**config.mk**
```make
export PLATFORM = sky130hd
export DESIGN_NAME = joystick_axis_normalizer_unit
export DESIGN_NICKNAME = d
export VERILOG_FILES = /design/src/rtl/core/jan_pkg.sv /design/src/rtl/core/jan_divider.sv /design/src/rtl/core/joystick_axis_normalizer_unit.sv
export SDC_FILE = /design/constraint.sdc
export NUM_CORES = 1
export LEC_CHECK = 0
export BUFFER_PORTS_ARGS = -buffer_cell sky130_fd_sc_hd__buf_2
export CORE_UTILIZATION = 35
export CTS_CLUSTER_DIAMETER = 50
export DETAILED_ROUTE_END_ITERATION = 10
export PLACE_DENSITY = 0.57
export SLEW_MARGIN = 0
export SYNTH_ARGS = -nofsm -noshare
export SYNTH_HDL_FRONTEND = slang
export SYNTH_SLANG_ARGS = --single-unit
```
**constraint.sdc**
```tcl
create_clock -name clk -period 11.7 [get_ports clk]
set_input_delay 2.34 -clock clk [delete_from_list [all_inputs] [get_ports clk]]
set_output_delay 2.34 -clock clk [all_outputs]
set_load 0.01 [all_outputs]
```
**src/rtl/core/jan_pkg.sv**
```systemverilog
package jan_pkg;

  localparam int SampleBits = 10;
  localparam int FullScale = 16384;
  localparam int OffsetLimit = 1023;
  localparam int NumBits = 36;
  localparam int DenBits = 19;

  localparam logic [2:0] RegCenterX = 3'd0;
  localparam logic [2:0] RegCenterY = 3'd1;
  localparam logic [2:0] RegDeadZone = 3'd2;
  localparam logic [2:0] RegXRange = 3'd3;
  localparam logic [2:0] RegDownBoost = 3'd4;

  typedef enum logic [3:0] {
    ST_IDLE,
    ST_OFFS,
    ST_YMUL,
    ST_DIVX,
    ST_WAITX,
    ST_DIVY,
    ST_WAITY,
    ST_SQX,
    ST_WAITSX,
    ST_SQY,
    ST_WAITSY,
    ST_OUT
  } state_t;

  typedef struct packed {
    logic start;
    logic busy;
    logic done;
  } div_ctl_t;

endpackage

```
**src/rtl/core/jan_divider.sv**
```systemverilog
module jan_divider (
  input  logic clk,
  input  logic rst,
  input  logic start,
  input  logic [jan_pkg::NumBits-1:0] num,
  input  logic [jan_pkg::DenBits-1:0] den,
  output jan_pkg::div_ctl_t ctl,
  output logic [15:0] quo
);

  logic [jan_pkg::NumBits+1:0] dividend;
  logic [jan_pkg::DenBits+1:0] divisor;
  logic [jan_pkg::DenBits+2:0] rem;
  logic [jan_pkg::NumBits+1:0] q;
  logic [5:0] count;
  logic busy;
  logic done;
  logic [jan_pkg::DenBits+2:0] trial;

  // Rounded quotient: (2*num + den) / (2*den), restoring, one bit a cycle.
  assign trial = {rem[jan_pkg::DenBits+1:0], dividend[jan_pkg::NumBits+1]};

  always_ff @(posedge clk) begin
    if (rst) begin
      busy <= 1'b0;
      done <= 1'b0;
      count <= '0;
    end else begin
      done <= 1'b0;
      if (start) begin
        busy <= 1'b1;
        count <= 6'(jan_pkg::NumBits + 2);
        dividend <= {num, 1'b0} + (jan_pkg::NumBits + 2)'(den);
        divisor <= {1'b0, den, 1'b0};
        rem <= '0;
        q <= '0;
      end else if (busy) begin
        dividend <= {dividend[jan_pkg::NumBits:0], 1'b0};
        if (trial >= {1'b0, divisor}) begin
          rem <= trial - {1'b0, divisor};
          q <= {q[jan_pkg::NumBits:0], 1'b1};
        end else begin
          rem <= trial;
          q <= {q[jan_pkg::NumBits:0], 1'b0};
        end
        count <= count - 6'd1;
        if (count == 6'd1) begin
          busy <= 1'b0;
          done <= 1'b1;
        end
      end
    end
  end

  assign quo = (q > (jan_pkg::NumBits + 2)'(jan_pkg::FullScale)) ? 16'(jan_pkg::FullScale)
             : q[15:0];
  assign ctl = '{start: start, busy: busy, done: done};

endmodule

```
**src/rtl/core/joystick_axis_normalizer_unit.sv**
```systemverilog
// Joystick axis normalizer.
// Input words arrive on s_axis: tdata holds sample_x then sample_y.
// Result words leave on m_axis: tdata holds norm_x, norm_y, offset_x, offset_y.
// Calibration registers are written through cfg_we, cfg_index, cfg_data.
// The user must write them only while the block is idle, which the block
// does not enforce; they take effect for the next sample.
// Each sample runs through one shared restoring divider four times
// (X scale, Y scale, and two square-mapping divides), or twice when the
// square mapping is skipped. One divide is a start, 38 quotient bits
// and a done strobe; two offset steps come before the divides.
// s_axis_tready is low from acceptance until the result has been taken.
// While m_axis_tready is low the result holds in its output register.
// Synchronous reset restores the default calibration, clears the Y
// extremes to full-scale low and zero high, and empties the output.
module joystick_axis_normalizer_unit (
  input  logic clk,
  input  logic rst,
  input  logic s_axis_tvalid,
  output logic s_axis_tready,
  input  logic [23:0] s_axis_tdata,  // sample_x, sample_y
  output logic m_axis_tvalid,
  input  logic m_axis_tready,
  output logic [55:0] m_axis_tdata,  // norm_x, norm_y, offset_x, offset_y
  input  logic cfg_we,
  input  logic [2:0] cfg_index,
  input  logic [11:0] cfg_data
);

  localparam int SB = jan_pkg::SampleBits;

  logic [9:0] center_x, center_y, dead_zone, x_range;
  logic [11:0] down_boost;
  logic [SB-1:0] lowest_y, highest_y;
  logic [SB-1:0] sx, sy;
  jan_pkg::state_t state, state_next;
  logic signed [10:0] dx, dy;
  logic [15:0] ax, ay;
  logic sneg_x, sneg_y;
  logic [jan_pkg::NumBits-1:0] ynum;
  logic [jan_pkg::DenBits-1:0] yden;
  logic [jan_pkg::NumBits-1:0] d_num;
  logic [jan_pkg::DenBits-1:0] d_den;
  logic d_start;
  jan_pkg::div_ctl_t d_ctl;
  logic [15:0] d_quo;
  logic [15:0] mx;
  logic [15:0] m_sq;
  logic signed [15:0] nx, ny;

  function automatic logic signed [10:0] dz_off(input logic [SB-1:0] v, input logic [9:0] c,
                                                 input logic [9:0] dz);
    logic signed [SB+1:0] d;
    logic [SB+1:0] a;
    d = $signed({2'b00, v}) - $signed((SB + 2)'(c));
    a = d[SB+1] ? -d : d;
    if (a < (SB + 2)'(dz)) d = '0;
    if (d > (SB + 2)'(jan_pkg::OffsetLimit)) d = (SB + 2)'(jan_pkg::OffsetLimit);
    if (d < -$signed((SB + 2)'(jan_pkg::OffsetLimit)))
      d = -$signed((SB + 2)'(jan_pkg::OffsetLimit));
    return 11'(d);
  endfunction

  always_ff @(posedge clk) begin
    if (rst) begin
      center_x <= 10'd512;
      center_y <= 10'd512;
      dead_zone <= 10'd40;
      x_range <= 10'd400;
      down_boost <= 12'd256;
    end else if (cfg_we) begin
      case (cfg_index)
        jan_pkg::RegCenterX: center_x <= cfg_data[9:0];
        jan_pkg::RegCenterY: center_y <= cfg_data[9:0];
        jan_pkg::RegDeadZone: dead_zone <= cfg_data[9:0];
        jan_pkg::RegXRange: x_range <= cfg_data[9:0];
        jan_pkg::RegDownBoost: down_boost <= cfg_data;
        default: ;
      endcase
    end
  end

  always_ff @(posedge clk) begin
    if (rst) state <= jan_pkg::ST_IDLE;
    else state <= state_next;
  end

  always_comb begin
    state_next = state;
    d_start = 1'b0;
    d_num = '0;
    d_den = '0;
    case (state)
      jan_pkg::ST_IDLE: if (s_axis_tvalid) state_next = jan_pkg::ST_OFFS;
      jan_pkg::ST_OFFS: state_next = jan_pkg::ST_YMUL;
      jan_pkg::ST_YMUL: state_next = jan_pkg::ST_DIVX;
      jan_pkg::ST_DIVX: begin
        d_start = 1'b1;
        d_num = jan_pkg::NumBits'(ax) << 14;
        d_den = (x_range == 10'd0) ? jan_pkg::DenBits'(1) : jan_pkg::DenBits'(x_range);
        state_next = jan_pkg::ST_WAITX;
      end
      jan_pkg::ST_WAITX: if (d_ctl.done) state_next = jan_pkg::ST_DIVY;
      jan_pkg::ST_DIVY: begin
        d_start = 1'b1;
        d_num = ynum;
        d_den = yden;
        state_next = jan_pkg::ST_WAITY;
      end
      jan_pkg::ST_WAITY: if (d_ctl.done)
        state_next = (ax > 16'd1 || d_quo > 16'd1) ? jan_pkg::ST_SQX : jan_pkg::ST_OUT;
      jan_pkg::ST_SQX: begin
        d_start = 1'b1;
        d_num = jan_pkg::NumBits'(ax) << 14;
        d_den = jan_pkg::DenBits'(mx);
        state_next = jan_pkg::ST_WAITSX;
      end
      jan_pkg::ST_WAITSX: if (d_ctl.done) state_next = jan_pkg::ST_SQY;
      jan_pkg::ST_SQY: begin
        d_start = 1'b1;
        d_num = jan_pkg::NumBits'(ay) << 14;
        d_den = jan_pkg::DenBits'(m_sq);
        state_next = jan_pkg::ST_WAITSY;
      end
      jan_pkg::ST_WAITSY: if (d_ctl.done) state_next = jan_pkg::ST_OUT;
      jan_pkg::ST_OUT: if (m_axis_tready) state_next = jan_pkg::ST_IDLE;
      default: state_next = jan_pkg::ST_IDLE;
    endcase
  end

  assign mx = (ax > ay) ? ax : ay;

  always_ff @(posedge clk) begin
    if (rst) begin
      lowest_y <= '1;
      highest_y <= '0;
    end else if (state == jan_pkg::ST_OFFS) begin
      if (sy < lowest_y) lowest_y <= sy;
      if (sy > highest_y) highest_y <= sy;
    end
  end

  always_ff @(posedge clk) begin
    case (state)
      jan_pkg::ST_IDLE: begin
        sx <= s_axis_tdata[SB-1:0];
        sy <= s_axis_tdata[SB+9:10];
      end
      jan_pkg::ST_OFFS: begin
        dx <= dz_off(sx, center_x, dead_zone);
        dy <= dz_off(sy, center_y, dead_zone);
      end
      jan_pkg::ST_YMUL: begin
        logic [10:0] mdx;
        logic [10:0] rng;
        logic signed [SB+1:0] up, dn;
        mdx = dx[10] ? 11'(-dx) : 11'(dx);
        rng = (x_range == 10'd0) ? 11'd1 : {1'b0, x_range};
        ax <= 16'((mdx > rng) ? rng : mdx);
        sneg_x <= (dx > 0);
        up = $signed((SB + 2)'(center_y)) - $signed({2'b00, lowest_y});
        dn = $signed({2'b00, highest_y}) - $signed((SB + 2)'(center_y));
        if (up < 1) up = 1;
        if (dn < 1) dn = 1;
        if (!dy[10]) begin
          sneg_y <= 1'b1;
          ynum <= jan_pkg::NumBits'({12'd0, dy[9:0]} * {10'd0, down_boost}) << 14;
          yden <= jan_pkg::DenBits'(dn[SB:0]) << 8;
        end else begin
          sneg_y <= 1'b0;
          ynum <= jan_pkg::NumBits'(11'(-dy)) << 14;
          yden <= jan_pkg::DenBits'(up[SB:0]);
        end
      end
      jan_pkg::ST_WAITX: if (d_ctl.done) ax <= d_quo;
      jan_pkg::ST_WAITY: if (d_ctl.done) ay <= d_quo;
      jan_pkg::ST_SQX: m_sq <= mx;
      jan_pkg::ST_WAITSX: if (d_ctl.done) ax <= d_quo;
      jan_pkg::ST_WAITSY: if (d_ctl.done) ay <= d_quo;
      default: ;
    endcase
  end

  jan_divider u_div (
    .clk(clk), .rst(rst), .start(d_start), .num(d_num), .den(d_den),
    .ctl(d_ctl), .quo(d_quo)
  );

  assign nx = sneg_x ? -$signed(ax) : $signed(ax);
  assign ny = sneg_y ? -$signed(ay) : $signed(ay);

  assign s_axis_tready = (state == jan_pkg::ST_IDLE);
  assign m_axis_tvalid = (state == jan_pkg::ST_OUT);
  assign m_axis_tdata = {2'b00, dy, dx, ny, nx};

  a_busy_not_ready: assert property (@(posedge clk) disable iff (rst)
    (state != jan_pkg::ST_IDLE) |-> !s_axis_tready) else $error("ready while busy");
  a_no_overlap: assert property (@(posedge clk) disable iff (rst)
    !(m_axis_tvalid && d_ctl.busy)) else $error("result shown while dividing");
  a_hold: assert property (@(posedge clk) disable iff (rst)
    (m_axis_tvalid && !m_axis_tready) |=> (m_axis_tvalid && $stable(m_axis_tdata)))
    else $error("result dropped while stalled");
  a_mag: assert property (@(posedge clk) disable iff (rst)
    m_axis_tvalid |-> (ax <= 16'(jan_pkg::FullScale) && ay <= 16'(jan_pkg::FullScale)))
    else $error("magnitude above full scale");

endmodule
```
==> out/metrics.sh <==
OUTCOME='finished clean'
DIE_W_UM=260
TIMING.FINAL.MAX_SLEW_VIOLATIONS=0
DRIVE_GT1_SHARE_PCT=8.84
VIAS_PER_CELL=5.25
P_INT_mW=3.07
MAPPEDNETLISTAREA_UM2=23400
CTS_HOLD_REPAIR.BUFFERS=0
GLOBALPLACE.CONGESTION=0.907
NUM-FILL-CELLS=6408
SYNTH_ENABLE_FLOP_CELLS=249
FIN_TNS_SETUP_NS=0
SW_FRAC_OF_TOTAL_PCT=37.3
IO_BUFFERS=95
NUM_CLOCK_SINKS=333
DIE_Y_UM=260
POSTSYNTH.TOPFLOPCELL='sky130_fd_sc_hd__edfxtp_1'
REGAREA_UM2=9160
DP.CELLS=3300
AVGROUTEDWIREPERCELL_UM=18.8
CTS_INSERTED_BUFFERS=47
SYNTH-SEQ-CELLS=333
ROUTE.VIAS.TOTAL=17798
POWER.STATIC_LEAKAGE_nW=10.7
POWER_SWITCHING_mW=1.83
TIMING.CRITICAL_PATH.ARRIVAL_NS=6.22
DETAIL_ROUTE.WIRELENGTH_UM=63500
SYNTH_TOP_CELL_BY_AREA='sky130_fd_sc_hd__edfxtp_1'
FINAL-SETUP-VIOL-COUNT=0
YS_SEQ_AREA_SHARE_PCT=39.2
FIN_AREA_UM2=26200
MAXCLOCKFREQUENCY_MHz=172
POWER.SHARE.CLOCK_PCT=29.2
CTS_TREE='built'
POWER.COMBINATIONAL.FRACTION_PCT=35.3
VIA_COUNT_OF_THE_FIRST_GLOBAL_ROUTING_PASS=17649
WIRE_LENGTH_OF_THE_FIRST_GLOBAL_ROUTING_PASS_UM=98600
SYNTH.DISTINCT_CELLS=89
SYNTH_ASYNC_SR_FLOP_SHARE_PCT=0
MAXCAPVIOLATIONS=0
GRT_MAX_DEGREE=89
DIODES=0
WORST_SKEW_PAIR.LATE_LATENCY_NS=0.60
DETAIL_ROUTE.DRC_VIOLATIONS=0
CLOCK-ROOT-BUFFER='sky130_fd_sc_hd__clkbuf_16'
DRT_ITER0_MARKERS=1286
ANTENNA_FOUND_INITIAL=1
AREA_DELTA_SYNTH_FINAL_PCT=12.3
YOSYSWARNINGCOUNT=0
DP_HPWL_UM=47400
SLEW_HEADROOM_PCT=18.6
FINAL_COMMON_CELL='sky130_fd_sc_hd__nand2_1'
REMAINING_GLOBAL_ROUTE_OVERFLOW=0
TIMING.FINAL.CRIT_SHARE_PCT=49.6
TIMING_HOLD_VIOLATIONS_FINAL=0
CTS_REPAIR_RESIZE_COUNT=0
SKEW_NS=0.0272
IR_DROP_mV=0.127
POST_SYNTH_INST_COUNT=2421
CTS_HTREE_LEVELS=2
WORST-ENDPOINT-REQUIRED_NS=12.11
SYNTH.AVG_CELL_AREA_UM2=9.65
TIMING.SETUP.CRITICAL_PATH_CLASS='flip-flop to flip-flop'
DETAIL_ROUTE.FIRST_PASS.ITERATIONS=5
LAYOUT_COMMON_CELLS='318 x sky130_fd_sc_hd__nand2_1, 249 x sky130_fd_sc_hd__edfxtp_1, 235 x sky130_fd_sc_hd__inv_1'
WORSTHOLDPATHTYPE='flip-flop to flip-flop'
START_KIND='flip-flop'
NETLIST.AREA_LEADER.SHARE_PCT=32.0
GRT_SETUP_UNREPAIRED='false'
MULTI_INPUT_AREA_UM2=12900
TIMING.FINAL.CRIT_PERIOD_NS=5.80
GRTUSAGETOTAL_PCT=18.6
CTS.CLK_SLEW.WORST_PATHS_NS=0.05
POSTCTSSETUPREPAIRBUFS=0
FP.DIEAREA_UM2=67800
CLOCKBUFFERDEPTH=3
NET_COUNT_OF_THE_FINISHED_LAYOUT=2806
WORSTPATHMAXFANOUT=16
INITIAL_CORE_UTIL_PCT=35.5
BOUNDARYPINS=102
WORST_SLEW_PIN_SLEW_NS=1.22
FLOORPLAN.CORE_AREA_UM2=65900
SYNTH.TOP_CELLS.BY_AREA='sky130_fd_sc_hd__edfxtp_1 32%, sky130_fd_sc_hd__ha_1 10%, sky130_fd_sc_hd__dfxtp_1 7.2%'
POST_LAYOUT_NONFILLER_INSTANCES=3388
POWERDENSITY_nW_PER_UM2=187
POWER_FRAC_SEQ_PCT=35.5
FP-ROW-COUNT=94
TIMING.CRITICAL_PATH.TO_TYPE='flip-flop'
DPL-INSTANCE-AREA_UM2=24700
ANTENNA_VIOLATING_NETS_POST_ROUTE=0
final timing paths:
kind                                                from                        to  slack [ns]  cells after the start
worst max-delay path                 dy[3]$_SDFFCE_PP0P_        ynum[35]$_DFFE_PP_        5.90                     15
worst min-delay path            center_x[5]$_SDFFE_PP0P_  center_x[5]$_SDFFE_PP0P_        0.45                      2
worst max register to register       dy[3]$_SDFFCE_PP0P_        ynum[35]$_DFFE_PP_        5.90                     15
worst min register to register  center_x[5]$_SDFFE_PP0P_  center_x[5]$_SDFFE_PP0P_        0.45                      2
power groups by stage:
stage	clock (mW)	combinational, mW	sequential, mW
floorplan	0	1.32	1.63
global placement	0	1.68	1.75
detailed placement	0	1.72	1.76
CTS	1.46	1.73	1.73
global route	1.51	1.94	1.75
finish	1.43	1.73	1.74
Yosys cell counts (17+ instances only):
cell type	instances
sky130_fd_sc_hd__inv_1	235
sky130_fd_sc_hd__o31ai_1	24
sky130_fd_sc_hd__nand4_1	17
sky130_fd_sc_hd__o211ai_1	48
sky130_fd_sc_hd__fa_1	84
sky130_fd_sc_hd__xnor2_1	96
sky130_fd_sc_hd__edfxtp_1	249
sky130_fd_sc_hd__nor2_1	126
sky130_fd_sc_hd__xor2_1	35
sky130_fd_sc_hd__a21oi_1	127
sky130_fd_sc_hd__nor2b_1	35
sky130_fd_sc_hd__dfxtp_1	84
sky130_fd_sc_hd__nand2_1	319
sky130_fd_sc_hd__nor3_1	47
sky130_fd_sc_hd__o21ai_0	101
sky130_fd_sc_hd__and3_1	19
sky130_fd_sc_hd__nand3_1	39
sky130_fd_sc_hd__and2_1	108
sky130_fd_sc_hd__mux2i_1	50
sky130_fd_sc_hd__nand2b_1	17
sky130_fd_sc_hd__o21a_1	25
sky130_fd_sc_hd__clkbuf_1	84
sky130_fd_sc_hd__a21o_1	28
sky130_fd_sc_hd__ha_1	193
per-stage QoR:
step | setup slack, ns | power (mW) | utilization, % | hold WS (ns)
6_report | 5.90 | 4.90 | 39.8 | 0.454
5_1_grt | 5.48 | 5.20 | 39.8 | 0.473
4_1_cts | 5.89 | 4.93 | 39.8 | 0.453
3_5_place_dp | 5.89 | 3.48 | 37.5 | 0.446
3_3_place_gp | 5.90 | 3.43 | 37.5 | 0.443
2_1_floorplan | 4.19 | 2.96 | - | 0.435
area by class of cell:
type	instances	area share, %
well taps	864	4.12
multi-input cells	1752	49.3
clock buffers	66	4.96
clock inverters	22	0.978
repair buffers	115	2.39
flip-flops and latches	333	34.9
inverters	236	3.38
layer usage:
layer / wire length, um / GRT usage [%] / vias to the layer above
li1: - / - / 8579
met1: 29300 / 25.1 / 8626
met2: 29200 / 30.5 / 479
met3: 3080 / 2.61 / 114
met4: 1910 / 6.47 / 0
met5: 0 / 0 / -
critical path: stages, from the launching register on:
cell and delay (ns):
sky130_fd_sc_hd__edfxtp_1 0.83, sky130_fd_sc_hd__nand2_1 0.19, sky130_fd_sc_hd__fa_1 0.57, sky130_fd_sc_hd__inv_1 0.06, sky130_fd_sc_hd__fa_1 0.53, sky130_fd_sc_hd__fa_1 0.44
sky130_fd_sc_hd__fa_1 0.52, sky130_fd_sc_hd__fa_1 0.50, sky130_fd_sc_hd__ha_1 0.37, sky130_fd_sc_hd__nand2_1 0.11, sky130_fd_sc_hd__o31ai_1 0.47, sky130_fd_sc_hd__a311o_1 0.32
sky130_fd_sc_hd__nand3_1 0.12, sky130_fd_sc_hd__a41o_1 0.24, sky130_fd_sc_hd__and3_1 0.17, sky130_fd_sc_hd__o31ai_1 0.19
registers in the layout, summed over array words and instances, names as in the netlist, 4 cells and up:
name	flops
sx	10
x_range	10
ax	16
yden	19
u_div.dividend	38
dx	11
center_y	10
ynum	22
center_x	10
state	4
u_div.q	38
u_div.rem	21
u_div.count	6
dead_zone	10
ay	16
down_boost	12
m_sq	16
u_div.divisor	19
lowest_y	10
dy	11
highest_y	10
sy	10
kinds of logic after synthesis:
kind of cell / after synthesis / synth area share, %
simple gates: 803 / 16.8
compound gates: 481 / 13.4
buf+inv: 340 / 5.65
flops: 333 / 39.2
fa+ha+maj: 277 / 17.5
xor+xnor: 131 / 4.91
mux: 55 / 2.38
other cells: 1 / 0.0161
(Power assumes the default switching activity.)
